<file path="src/design/stl_pkg.sv">
// Shared constants and functions for the script token lexer.
// No dependencies.
package stl_pkg;

  localparam logic [3:0] MD_IDLE   = 4'd0;
  localparam logic [3:0] MD_IDENT  = 4'd1;
  localparam logic [3:0] MD_INT    = 4'd2;
  localparam logic [3:0] MD_FRAC   = 4'd3;
  localparam logic [3:0] MD_EXPS   = 4'd4;
  localparam logic [3:0] MD_EXPD   = 4'd5;
  localparam logic [3:0] MD_STR    = 4'd6;
  localparam logic [3:0] MD_STRESC = 4'd7;
  localparam logic [3:0] MD_OP     = 4'd8;
  localparam logic [3:0] MD_LCOM   = 4'd9;
  localparam logic [3:0] MD_BCOM   = 4'd10;
  localparam logic [3:0] MD_BSTAR  = 4'd11;
  localparam logic [3:0] MD_STOP   = 4'd12;

  localparam logic [5:0] K_END   = 6'd0;
  localparam logic [5:0] K_INT   = 6'd1;
  localparam logic [5:0] K_FLOAT = 6'd2;
  localparam logic [5:0] K_STR   = 6'd3;
  localparam logic [5:0] K_NAME  = 6'd4;
  localparam logic [5:0] K_KW0   = 6'd5;
  localparam logic [5:0] K_BAD   = 6'd50;

  localparam int unsigned NumKw = 18;
  localparam int unsigned KwMaxLen = 8;
  localparam logic [62:0] V63 = {63{1'b1}};
  localparam logic [62:0] SatLimit = 63'h0CCC_CCCC_CCCC_CCCC;

  // Keywords packed little-endian with their lengths
  function automatic logic [63:0] kw_word(input logic [4:0] idx);
    logic [63:0] w;
    w = '0;
    case (idx)
      5'd0:  w = 64'h0000_6c61_626f_6c67;
      5'd1:  w = 64'h6e6f_6974_636e_7566;
      5'd2:  w = 64'h0000_0000_0000_6669;
      5'd3:  w = 64'h0000_0000_6573_6c65;
      5'd4:  w = 64'h0000_0065_6c69_6877;
      5'd5:  w = 64'h0000_6e72_7574_6572;
      5'd6:  w = 64'h0000_006b_6165_7262;
      5'd7:  w = 64'h6575_6e69_746e_6f63;
      5'd8:  w = 64'h0000_0000_6575_7274;
      5'd9:  w = 64'h0000_0065_736c_6166;
      5'd10: w = 64'h0000_0000_6c6c_756e;
      5'd11: w = 64'h0000_0000_0074_6e69;
      5'd12: w = 64'h0000_0074_616f_6c66;
      5'd13: w = 64'h0000_676e_6972_7473;
      5'd14: w = 64'h0000_0000_6c6f_6f62;
      5'd15: w = 64'h0000_0000_7473_696c;
      5'd16: w = 64'h0000_0000_0070_616d;
      5'd17: w = 64'h0000_0074_736e_6f63;
      default: w = '0;
    endcase
    return w;
  endfunction

  function automatic logic [3:0] kw_len(input logic [4:0] idx);
    logic [3:0] l;
    l = '0;
    case (idx)
      5'd2: l = 4'd2;
      5'd11, 5'd16: l = 4'd3;
      5'd3, 5'd8, 5'd10, 5'd14, 5'd15: l = 4'd4;
      5'd4, 5'd6, 5'd9, 5'd12, 5'd17: l = 4'd5;
      5'd0, 5'd5, 5'd13: l = 4'd6;
      5'd1, 5'd7: l = 4'd8;
      default: l = 4'd0;
    endcase
    return l;
  endfunction

  function automatic logic is_dig(input logic [7:0] c);
    return (c >= 8'h30) && (c <= 8'h39);
  endfunction

  function automatic logic is_alpha(input logic [7:0] c);
    return ((c >= 8'h61) && (c <= 8'h7a)) || ((c >= 8'h41) && (c <= 8'h5a));
  endfunction

endpackage

</file>
<file path="src/design/stl_kw_match.sv">
// Keyword lookup for a finished identifier.
// Depends on stl_pkg.
module stl_kw_match import stl_pkg::*; #(
  parameter int unsigned LEN_WIDTH = 24
) (
  input  logic [63:0]          buf_i,
  input  logic [LEN_WIDTH-1:0] len_i,
  output logic [5:0]           kind_o
);
  always_comb begin
    kind_o = K_NAME;
    for (int i = NumKw - 1; i >= 0; i--) begin
      if (len_i == LEN_WIDTH'(kw_len(5'(i))) && buf_i == kw_word(5'(i))) begin
        kind_o = K_KW0 + 6'(i);
      end
    end
  end
endmodule

</file>
<file path="src/design/stl_out_fifo.sv">
// Result queue: takes up to two tokens per beat, hands out one per cycle while ready_i is high.
// Depends on stl_pkg.
module stl_out_fifo import stl_pkg::*; #(
  parameter int unsigned W = 160
) (
  input  logic         clk_i,
  input  logic         rst_ni,
  input  logic [1:0]   push_n_i,
  input  logic [W-1:0] push0_i,
  input  logic [W-1:0] push1_i,
  output logic         room_o,
  output logic         valid_o,
  input  logic         ready_i,
  output logic [W-1:0] data_o
);
  logic [W-1:0] mem_q [4];
  logic [1:0] rd_q, wr_q;
  logic [2:0] cnt_q;
  logic pop;
  assign pop = valid_o && ready_i;
  assign valid_o = cnt_q != 3'd0;
  assign data_o = mem_q[rd_q];
  assign room_o = cnt_q <= 3'd2;

  always_ff @(posedge clk_i) begin
    if (push_n_i != 2'd0) mem_q[wr_q] <= push0_i;
    if (push_n_i == 2'd2) mem_q[wr_q + 2'd1] <= push1_i;
  end

  always_ff @(posedge clk_i or negedge rst_ni) begin
    if (!rst_ni) begin
      rd_q <= '0;
      wr_q <= '0;
      cnt_q <= '0;
    end else begin
      wr_q <= wr_q + push_n_i;
      rd_q <= rd_q + 2'(pop);
      cnt_q <= cnt_q + 3'(push_n_i) - 3'(pop);
    end
  end
endmodule

</file>
<file path="src/design/script_token_lexer.sv">
// Streaming lexer top level: one source byte per beat, token beats out.
// Depends on stl_pkg, stl_kw_match, stl_out_fifo.
// Takes one byte every cycle while the four-entry result queue has room for
// two more tokens; a byte yields up to two tokens, drained one per cycle while
// ready_i is high, so token-dense text runs at one byte per cycle except when
// two-token bytes come back to back or ready_i is low: the output sets the pace.
module script_token_lexer import stl_pkg::*; #(
  parameter int unsigned OFFSET_WIDTH = 24,
  parameter int unsigned LINE_WIDTH = 24
) (
  input  logic        clk_i,
  input  logic        rst_ni,
  input  logic        valid_i,
  output logic        ready_o,
  input  logic [7:0]  source_byte_i,
  output logic        valid_o,
  input  logic        ready_i,
  output logic [5:0]  token_kind_o,
  output logic [23:0] start_offset_o,
  output logic [23:0] text_length_o,
  output logic [23:0] token_line_o,
  output logic [62:0] integer_value_o,
  output logic        last_of_run_o
);
  typedef struct packed {
    logic [5:0] kind; logic [23:0] off; logic [23:0] len;
    logic [23:0] ln; logic [62:0] val; logic last;
  } tok_t;
  localparam int unsigned TW = $bits(tok_t);
  localparam logic [OFFSET_WIDTH-1:0] OffMax = '1;
  localparam logic [LINE_WIDTH-1:0] LineMax = '1;

  logic [3:0] mode_q, mode_d;
  logic [7:0] pend_q, pend_d;
  logic [OFFSET_WIDTH-1:0] pos_q, pos_d, tstart_q, tstart_d, tlen_q, tlen_d;
  logic [LINE_WIDTH-1:0] line_q, line_d, sline_q, sline_d;
  logic [62:0] acc_q, acc_d;
  logic [63:0] kbuf_q, kbuf_d;
  logic [5:0] kw_kind;
  logic room, acc_in;
  logic [1:0] n;
  tok_t t0, t1, tw;
  logic [7:0] c;

  stl_kw_match #(.LEN_WIDTH(OFFSET_WIDTH)) u_kw (
    .buf_i(kbuf_q), .len_i(tlen_q), .kind_o(kw_kind)
  );

  assign ready_o = room;
  assign acc_in = valid_i && ready_o;
  assign c = source_byte_i;

  function automatic tok_t mk(input logic [5:0] k, input logic [OFFSET_WIDTH-1:0] o,
                              input logic [OFFSET_WIDTH-1:0] l,
                              input logic [LINE_WIDTH-1:0] ln, input logic [62:0] v);
    tok_t t;
    t.kind = k;
    t.off = 24'(o);
    t.len = 24'(l);
    t.ln = 24'(ln);
    t.val = v;
    t.last = 1'b0;
    return t;
  endfunction

  always_comb begin
    logic [OFFSET_WIDTH-1:0] tl1;
    logic [LINE_WIDTH-1:0] li1;
    logic [5:0] ok;
    logic dispatch, used;
    logic [62:0] a10;
    logic [3:0] dgt;
    mode_d = mode_q; pend_d = pend_q; pos_d = pos_q; tstart_d = tstart_q;
    tlen_d = tlen_q; line_d = line_q; sline_d = sline_q; acc_d = acc_q; kbuf_d = kbuf_q;
    n = 2'd0; t0 = '0; t1 = '0; tw = '0;
    tl1 = (tlen_q < OffMax) ? tlen_q + 1'b1 : tlen_q;
    li1 = (line_q < LineMax) ? line_q + 1'b1 : line_q;
    dispatch = 1'b0; used = 1'b0; ok = K_END;
    dgt = c[3:0];
    a10 = (acc_q << 3) + (acc_q << 1) + 63'(dgt);
    case (pend_q)
      8'h2d: ok = 6'd24;
      8'h2f: ok = 6'd27;
      8'h3d: ok = 6'd39;
      8'h21: ok = 6'd41;
      8'h3c: ok = 6'd43;
      8'h3e: ok = 6'd45;
      default: ok = K_BAD;
    endcase
    if (c == 8'h00) begin
      case (mode_q)
        MD_IDENT: begin t0 = mk(kw_kind, tstart_q, tlen_q, sline_q, '0); n = 2'd1; end
        MD_INT: begin t0 = mk(K_INT, tstart_q, tlen_q, sline_q, acc_q); n = 2'd1; end
        MD_FRAC, MD_EXPS, MD_EXPD: begin
          t0 = mk(K_FLOAT, tstart_q, tlen_q, sline_q, '0); n = 2'd1;
        end
        MD_STR, MD_STRESC: begin t0 = mk(K_STR, tstart_q, tlen_q, sline_q, '0); n = 2'd1; end
        MD_OP: begin t0 = mk(ok, tstart_q, OFFSET_WIDTH'(1), sline_q, '0); n = 2'd1; end
        default: ;
      endcase
      if (n == 2'd1) t1 = mk(K_END, pos_q, '0, line_q, '0);
      else t0 = mk(K_END, pos_q, '0, line_q, '0);
      n = n + 2'd1;
      mode_d = MD_IDLE; pend_d = '0; pos_d = '0; tstart_d = '0; tlen_d = '0;
      line_d = LINE_WIDTH'(1); sline_d = LINE_WIDTH'(1); acc_d = '0; kbuf_d = '0;
    end else begin
      pos_d = pos_q + 1'b1;
      case (mode_q)
        MD_STOP: ;
        MD_IDENT: begin
          if (is_alpha(c) || is_dig(c) || c == 8'h5f) begin
            if (tlen_q < KwMaxLen) kbuf_d = kbuf_q | (64'(c) << {tlen_q[2:0], 3'b000});
            tlen_d = tl1;
          end else begin
            t0 = mk(kw_kind, tstart_q, tlen_q, sline_q, '0); n = 2'd1;
            mode_d = MD_IDLE; dispatch = 1'b1;
          end
        end
        MD_INT: begin
          if (is_dig(c)) begin
            if (acc_q > SatLimit || (acc_q == SatLimit && dgt > 4'd7)) acc_d = V63;
            else acc_d = a10;
            tlen_d = tl1;
          end else if (c == 8'h2e) begin mode_d = MD_FRAC; tlen_d = tl1; end
          else if (c == 8'h65 || c == 8'h45) begin mode_d = MD_EXPS; tlen_d = tl1; end
          else begin
            t0 = mk(K_INT, tstart_q, tlen_q, sline_q, acc_q); n = 2'd1;
            mode_d = MD_IDLE; dispatch = 1'b1;
          end
        end
        MD_FRAC, MD_EXPS, MD_EXPD: begin
          if (mode_q == MD_EXPS && (is_dig(c) || c == 8'h2b || c == 8'h2d)) begin
            mode_d = MD_EXPD; tlen_d = tl1;
          end else if (mode_q != MD_EXPS && is_dig(c)) tlen_d = tl1;
          else if (mode_q == MD_FRAC && (c == 8'h65 || c == 8'h45)) begin
            mode_d = MD_EXPS; tlen_d = tl1;
          end else begin
            t0 = mk(K_FLOAT, tstart_q, tlen_q, sline_q, '0); n = 2'd1;
            mode_d = MD_IDLE; dispatch = 1'b1;
          end
        end
        MD_STR: begin
          if (c == 8'h22) begin
            t0 = mk(K_STR, tstart_q, tlen_q, sline_q, '0); n = 2'd1; mode_d = MD_IDLE;
          end else begin
            if (c == 8'h5c) mode_d = MD_STRESC;
            else if (c == 8'h0a) line_d = li1;
            tlen_d = tl1;
          end
        end
        MD_STRESC: begin
          if (c == 8'h0a) line_d = li1;
          tlen_d = tl1; mode_d = MD_STR;
        end
        MD_OP: begin
          used = 1'b1; mode_d = MD_IDLE; ok = 6'd0;
          if (pend_q == 8'h2f && c == 8'h2f) mode_d = MD_LCOM;
          else if (pend_q == 8'h2f && c == 8'h2a) mode_d = MD_BCOM;
          else if (pend_q == 8'h2d && c == 8'h3e) ok = 6'd25;
          else if (pend_q == 8'h2e && c == 8'h2e) ok = 6'd38;
          else if (pend_q == 8'h3d && c == 8'h3d) ok = 6'd40;
          else if (pend_q == 8'h21 && c == 8'h3d) ok = 6'd42;
          else if (pend_q == 8'h3c && c == 8'h3d) ok = 6'd44;
          else if (pend_q == 8'h3e && c == 8'h3d) ok = 6'd46;
          else if (pend_q == 8'h26 && c == 8'h26) ok = 6'd48;
          else if (pend_q == 8'h7c && c == 8'h7c) ok = 6'd49;
          else used = 1'b0;
          if (ok != 6'd0) begin
            t0 = mk(ok, tstart_q, OFFSET_WIDTH'(2), sline_q, '0); n = 2'd1;
          end
          if (!used) begin
            case (pend_q)
              8'h2d: ok = 6'd24;
              8'h2f: ok = 6'd27;
              8'h3d: ok = 6'd39;
              8'h21: ok = 6'd41;
              8'h3c: ok = 6'd43;
              8'h3e: ok = 6'd45;
              default: ok = K_BAD;
            endcase
            t0 = mk(ok, tstart_q, OFFSET_WIDTH'(1), sline_q, '0); n = 2'd1;
            if (ok == K_BAD) mode_d = MD_STOP;
            else dispatch = 1'b1;
          end
        end
        MD_LCOM: if (c == 8'h0a) begin line_d = li1; mode_d = MD_IDLE; end
        MD_BCOM, MD_BSTAR: begin
          if (mode_q == MD_BSTAR && c == 8'h2f) mode_d = MD_IDLE;
          else if (c == 8'h2a) mode_d = MD_BSTAR;
          else begin
            if (c == 8'h0a) line_d = li1;
            mode_d = MD_BCOM;
          end
        end
        default: begin mode_d = MD_IDLE; dispatch = 1'b1; end
      endcase
      if (dispatch) begin
        ok = 6'd0;
        if (c == 8'h0a) line_d = li1;
        else if (c == 8'h20 || c == 8'h09 || c == 8'h0d) ;
        else if (is_dig(c)) begin
          mode_d = MD_INT; tstart_d = pos_q; sline_d = line_q; tlen_d = OFFSET_WIDTH'(1);
          acc_d = 63'(dgt);
        end else if (is_alpha(c) || c == 8'h5f) begin
          mode_d = MD_IDENT; tstart_d = pos_q; sline_d = line_q; tlen_d = OFFSET_WIDTH'(1);
          kbuf_d = 64'(c);
        end else if (c == 8'h22) begin
          mode_d = MD_STR; tstart_d = pos_q + 1'b1; sline_d = line_q; tlen_d = '0;
        end else begin
          case (c)
            8'h2b: ok = 6'd23;
            8'h2a: ok = 6'd26;
            8'h25: ok = 6'd28;
            8'h28: ok = 6'd29;
            8'h29: ok = 6'd30;
            8'h7b: ok = 6'd31;
            8'h7d: ok = 6'd32;
            8'h5b: ok = 6'd33;
            8'h5d: ok = 6'd34;
            8'h2c: ok = 6'd35;
            8'h3b: ok = 6'd36;
            8'h23: ok = 6'd37;
            8'h3a: ok = 6'd47;
            8'h2d, 8'h2e, 8'h3d, 8'h21, 8'h3c, 8'h3e, 8'h26, 8'h7c, 8'h2f: begin
              mode_d = MD_OP; tstart_d = pos_q; sline_d = line_q;
              tlen_d = OFFSET_WIDTH'(1); pend_d = c;
            end
            default: begin ok = K_BAD; mode_d = MD_STOP; end
          endcase
          if (ok != 6'd0) begin
            tw = mk(ok, pos_q, OFFSET_WIDTH'(1), line_q, '0);
            if (n == 2'd0) t0 = tw; else t1 = tw;
            n = n + 2'd1;
          end
        end
      end
    end
    if (n == 2'd1) t0.last = 1'b1;
    if (n == 2'd2) t1.last = 1'b1;
    if (!acc_in) n = 2'd0;
  end

  always_ff @(posedge clk_i or negedge rst_ni) begin
    if (!rst_ni) begin
      mode_q <= MD_IDLE; pend_q <= '0; pos_q <= '0; tstart_q <= '0; tlen_q <= '0;
      line_q <= LINE_WIDTH'(1); sline_q <= LINE_WIDTH'(1); acc_q <= '0; kbuf_q <= '0;
    end else if (acc_in) begin
      mode_q <= mode_d; pend_q <= pend_d; pos_q <= pos_d; tstart_q <= tstart_d;
      tlen_q <= tlen_d; line_q <= line_d; sline_q <= sline_d; acc_q <= acc_d;
      kbuf_q <= kbuf_d;
    end
  end

  tok_t to;
  stl_out_fifo #(.W(TW)) u_fifo (
    .clk_i, .rst_ni, .push_n_i(n), .push0_i(t0), .push1_i(t1), .room_o(room),
    .valid_o, .ready_i, .data_o(to)
  );
  assign token_kind_o = to.kind;
  assign start_offset_o = to.off;
  assign text_length_o = to.len;
  assign token_line_o = to.ln;
  assign integer_value_o = to.val;
  assign last_of_run_o = to.last;

  a_zero_ends: assert property (@(posedge clk_i) disable iff (!rst_ni)
    (acc_in && c == 8'h00) |=> (mode_q == MD_IDLE && pos_q == '0))
    else $error("zero byte did not reset scanner");
  a_line_min: assert property (@(posedge clk_i) disable iff (!rst_ni) line_q != '0)
    else $error("line count zero");
  a_room: assert property (@(posedge clk_i) disable iff (!rst_ni) acc_in |-> room)
    else $error("byte accepted without queue room");
endmodule
</file>
<file path="config.mk">
export PLATFORM = sky130hd
export DESIGN_NAME = script_token_lexer
export DESIGN_NICKNAME = d
export VERILOG_FILES = /design/src/design/stl_pkg.sv /design/src/design/stl_kw_match.sv /design/src/design/stl_out_fifo.sv /design/src/design/script_token_lexer.sv
export SDC_FILE = /design/constraint.sdc
export NUM_CORES = 2
export LEC_CHECK = 0
export BUFFER_PORTS_ARGS = -buffer_cell sky130_fd_sc_hd__buf_2
export CAP_MARGIN = 20
export CORE_MARGIN = 3
export CORE_UTILIZATION = 45
export DETAILED_ROUTE_END_ITERATION = 10
export RECOVER_POWER = 25
export SLEW_MARGIN = 0
export SYNTH_ARGS = -nofsm -noshare
export SYNTH_HDL_FRONTEND = slang
export SYNTH_SLANG_ARGS = --single-unit
</file>
<file path="constraint.sdc">
create_clock -name clk_i -period 9.45 [get_ports clk_i]
set_clock_uncertainty 0.1 [all_clocks]
set_input_delay 2.3625 -clock clk_i [delete_from_list [all_inputs] [get_ports clk_i]]
set_output_delay 2.3625 -clock clk_i [all_outputs]
set_load 0.05 [all_outputs]
</file>
==> metrics.cfg <==
[status]
status = complete, but fails checks
violations = capacitance limit, slew limit

[logic_synthesis]
yosys.area.top_type = dfxtp_1
synth_area_um2 = 44800
synthTopCellsByArea = dfxtp_1, edfxtp_1, dfrtp_1
synthDistinctLibCells = 99
syn_avg_cell_area_um2 = 9.83
yosysMostFrequentCell = o21ai_0
synth-edff-count = 224
synthFlopType = dfxtp_1
seq_area_frac_synth_pct = 45.2
synth_seq_cells = 834
syn-num-nets = 4711
yosysTopAreaCellShare_pct = 15.4
yosysWarnings = 0
async_reset_ff_share_pct = 31.9
synthTopCellsByCount = o21ai_0, nand3_1, nand2_1, dfxtp_1, dfrtp_1
syn-instance-count = 4561

[route]
vias = 37600
drt_wl_total_um = 141000
wl_per_cell_um = 24.2
routed_via_density = 6.46
drt-initial-drc-count = 4170
drc = 0
drt-pass1-iter-count = 6
drtAntennaViolNets = 0

[floorplanning]
dieWidth_um = 322
fp.dieH_um = 322
num_rows = 115
io_pins = 156
core_area_um2 = 98600
start_util_pct = 45.5
design.die.area_um2 = 103000

[pwr]
p_per_area_nw_per_um2 = 239
power_mw = 11.7
power_leakage_nw = 18.4
ir_worst_vdd_v = 0.000291

[timing]
hold_viol = 0
slew_headroom_pct = -219
clock.fmax_mhz = 122
period_minus_slack_ns = 8.20
finalSetupViolCount = 0
grt_setup_unrepaired = no
tns_ns = 0
slew_viol_final = 337
finalCritPeriodShare_pct = 86.8
worst_slew_pin_slew_ns = 4.78

[clock_tree]
numCtsBuffers = 93
hold_buffers = 0
clockBufferDepth = 3
clkSinkCount = 834
htreeDepth = 3
cts_resized = 0
postCtsSetupBuffers = 0
clk_pin_slew_worst_paths_ns = 0.06
tritoncts = done
clkLatencyLatePin_ns = 0.69
root_buffer = clkbuf_16

[flow_run]
max_cap_violations = 7

[critical_path]
r2r_cells = 10
end_kind = flop
reg2reg_to = u_fifo.mem_q[1][125]
crit_arrival_ns = 8.71
startpoint_type = input pin
reg2reg_from = pend_q[4]
r2r_slack_ns = 3.92
cp-endpoint = tlen_q[0]
crit_fanout = 48
cp-startpoint = source_byte_i[3]
critPathKind = in2reg
cp.required_ns = 9.96

[grt]
antenna_found_initial = 1
grt_pass1_vias = 35700
grt_usage_pct = 26.7
grt_max_degree = 180
grt_pass1_wl_um = 218000
grt_overflow = 0

[finish]
stdcell_area_um2 = 49100
seqCellArea_um2 = 20300
area_delta_synth_final_pct = 9.51
layout-drive-gt1-share_pct = 11.0
multi_input_area_um2 = 22700
n_fill_cell = 9109
nets = 4594

[placement]
gp_congestion = 0.950
io_buffers = 155
dp_hpwl_um = 87800
placed_cell_area_um2 = 46100

[hold_path]
hold_class = reg2reg

==> worst max-delay path, stage by stage <==
cell and delay, ns:
clkbuf_1 0.63, clkbuf_1 1.06, nor4_1 0.21, and2_0 0.81, buf_4 0.58, nor2_1 0.64, clkbuf_1 1.45, o21ai_0 0.47
o21ai_0 0.30, a22o_1 0.15
==> worst min-delay path by stage <==
stage,cells past startpoint,to,startpoint
6_report,2,u_fifo.mem_q[0][111],u_fifo.mem_q[0][111]
5_1_grt,2,u_fifo.mem_q[3][39],u_fifo.mem_q[3][39]
4_1_cts,2,u_fifo.mem_q[0][111],u_fifo.mem_q[0][111]
3_5_place_dp,2,u_fifo.mem_q[1][109],u_fifo.mem_q[1][109]
3_3_place_gp,2,u_fifo.mem_q[2][34],u_fifo.mem_q[2][34]
2_1_floorplan,2,u_fifo.mem_q[2][109],u_fifo.mem_q[2][109]
==> metrics by stage <==
step	util, %	setup WS, ns	cells	hold slack [ns]
final	49.8	1.25	5811	0.361
after floorplan	-	2.34	4561	0.336
after global routing	49.8	1.07	5809	0.392
after CTS	50.0	2.41	5807	0.366
after detailed placement	46.7	1.73	5634	0.356
after global placement	46.7	1.85	5634	0.345
==> kinds of logic (layout without fill, tap and decap cells) <==
| family | Yosys count | after routing | share of synthesized area, % |
|---|---|---|---|
| xor gates and xnor gates | 90 | 90 | 1.76 |
| buffers and inverters | 466 | 427 | 4.58 |
| adders and majority gates | 138 | 138 | 3.90 |
| and+or+nand+nor | 1480 | 1480 | 16.3 |
| DFF | 834 | 834 | 45.2 |
| other | 0 | 2 | 0 |
| muxes | 155 | 155 | 7.45 |
| AOI/OAI and AO/OA | 1398 | 1398 | 20.8 |
==> power breakdown <==
group          switching (mW)  internal [mW]
Clock                    1.54           2.19
Combinational            2.83           1.02
Sequential              0.238           3.92
==> registers in the layout, summed over array words and instances, names as in the netlist <==
name	count
u_fifo.mem_q	568
kbuf_q	64
acc_q	63
line_q	24
pos_q	24
sline_q	24
tlen_q	24
tstart_q	24
pend_q	8
mode_q	4
u_fifo.cnt_q	3
u_fifo.rd_q	2
u_fifo.wr_q	2
==> final cells by class <==
class,count,area share (%)
Antenna cell,2,0.0102
Inverter,43,0.329
Tap cell,1287,3.28
Multi-Input combinational cell,3261,46.3
Timing Repair Buffer,211,2.32
Clock inverter,26,0.579
Sequential cell,834,41.3
Clock buffer,147,5.88
==> placed cells by master (no fill, tap or decap), drive strengths merged, types with 61 or more instances in the layout <==
| cell | netlist | final |
|---|---|---|
| o21ai | 568 | 568 |
| nand3 | 448 | 448 |
| nand2 | 401 | 401 |
| dfxtp | 344 | 344 |
| dfrtp | 264 | 264 |
| nor2 | 230 | 230 |
| clkbuf | 254 | 229 |
| edfxtp | 224 | 224 |
| a32o | 198 | 198 |
| a21oi | 189 | 189 |
| mux4 | 142 | 142 |
| ha | 135 | 135 |
| buf | 169 | 129 |
| a22o | 86 | 86 |
| nand4 | 61 | 61 |
==> per-layer routing <==
metal / global-route usage (%) / vias up / wire (um)
met4: 6.70 / 0 / 3060
met3: 5.06 / 200 / 11200
met2: 39.3 / 1516 / 60700
met1: 40.4 / 18600 / 65600
li1: - / 17200 / -
met5: 0 / - / 0
(Power assumes the default switching activity.)
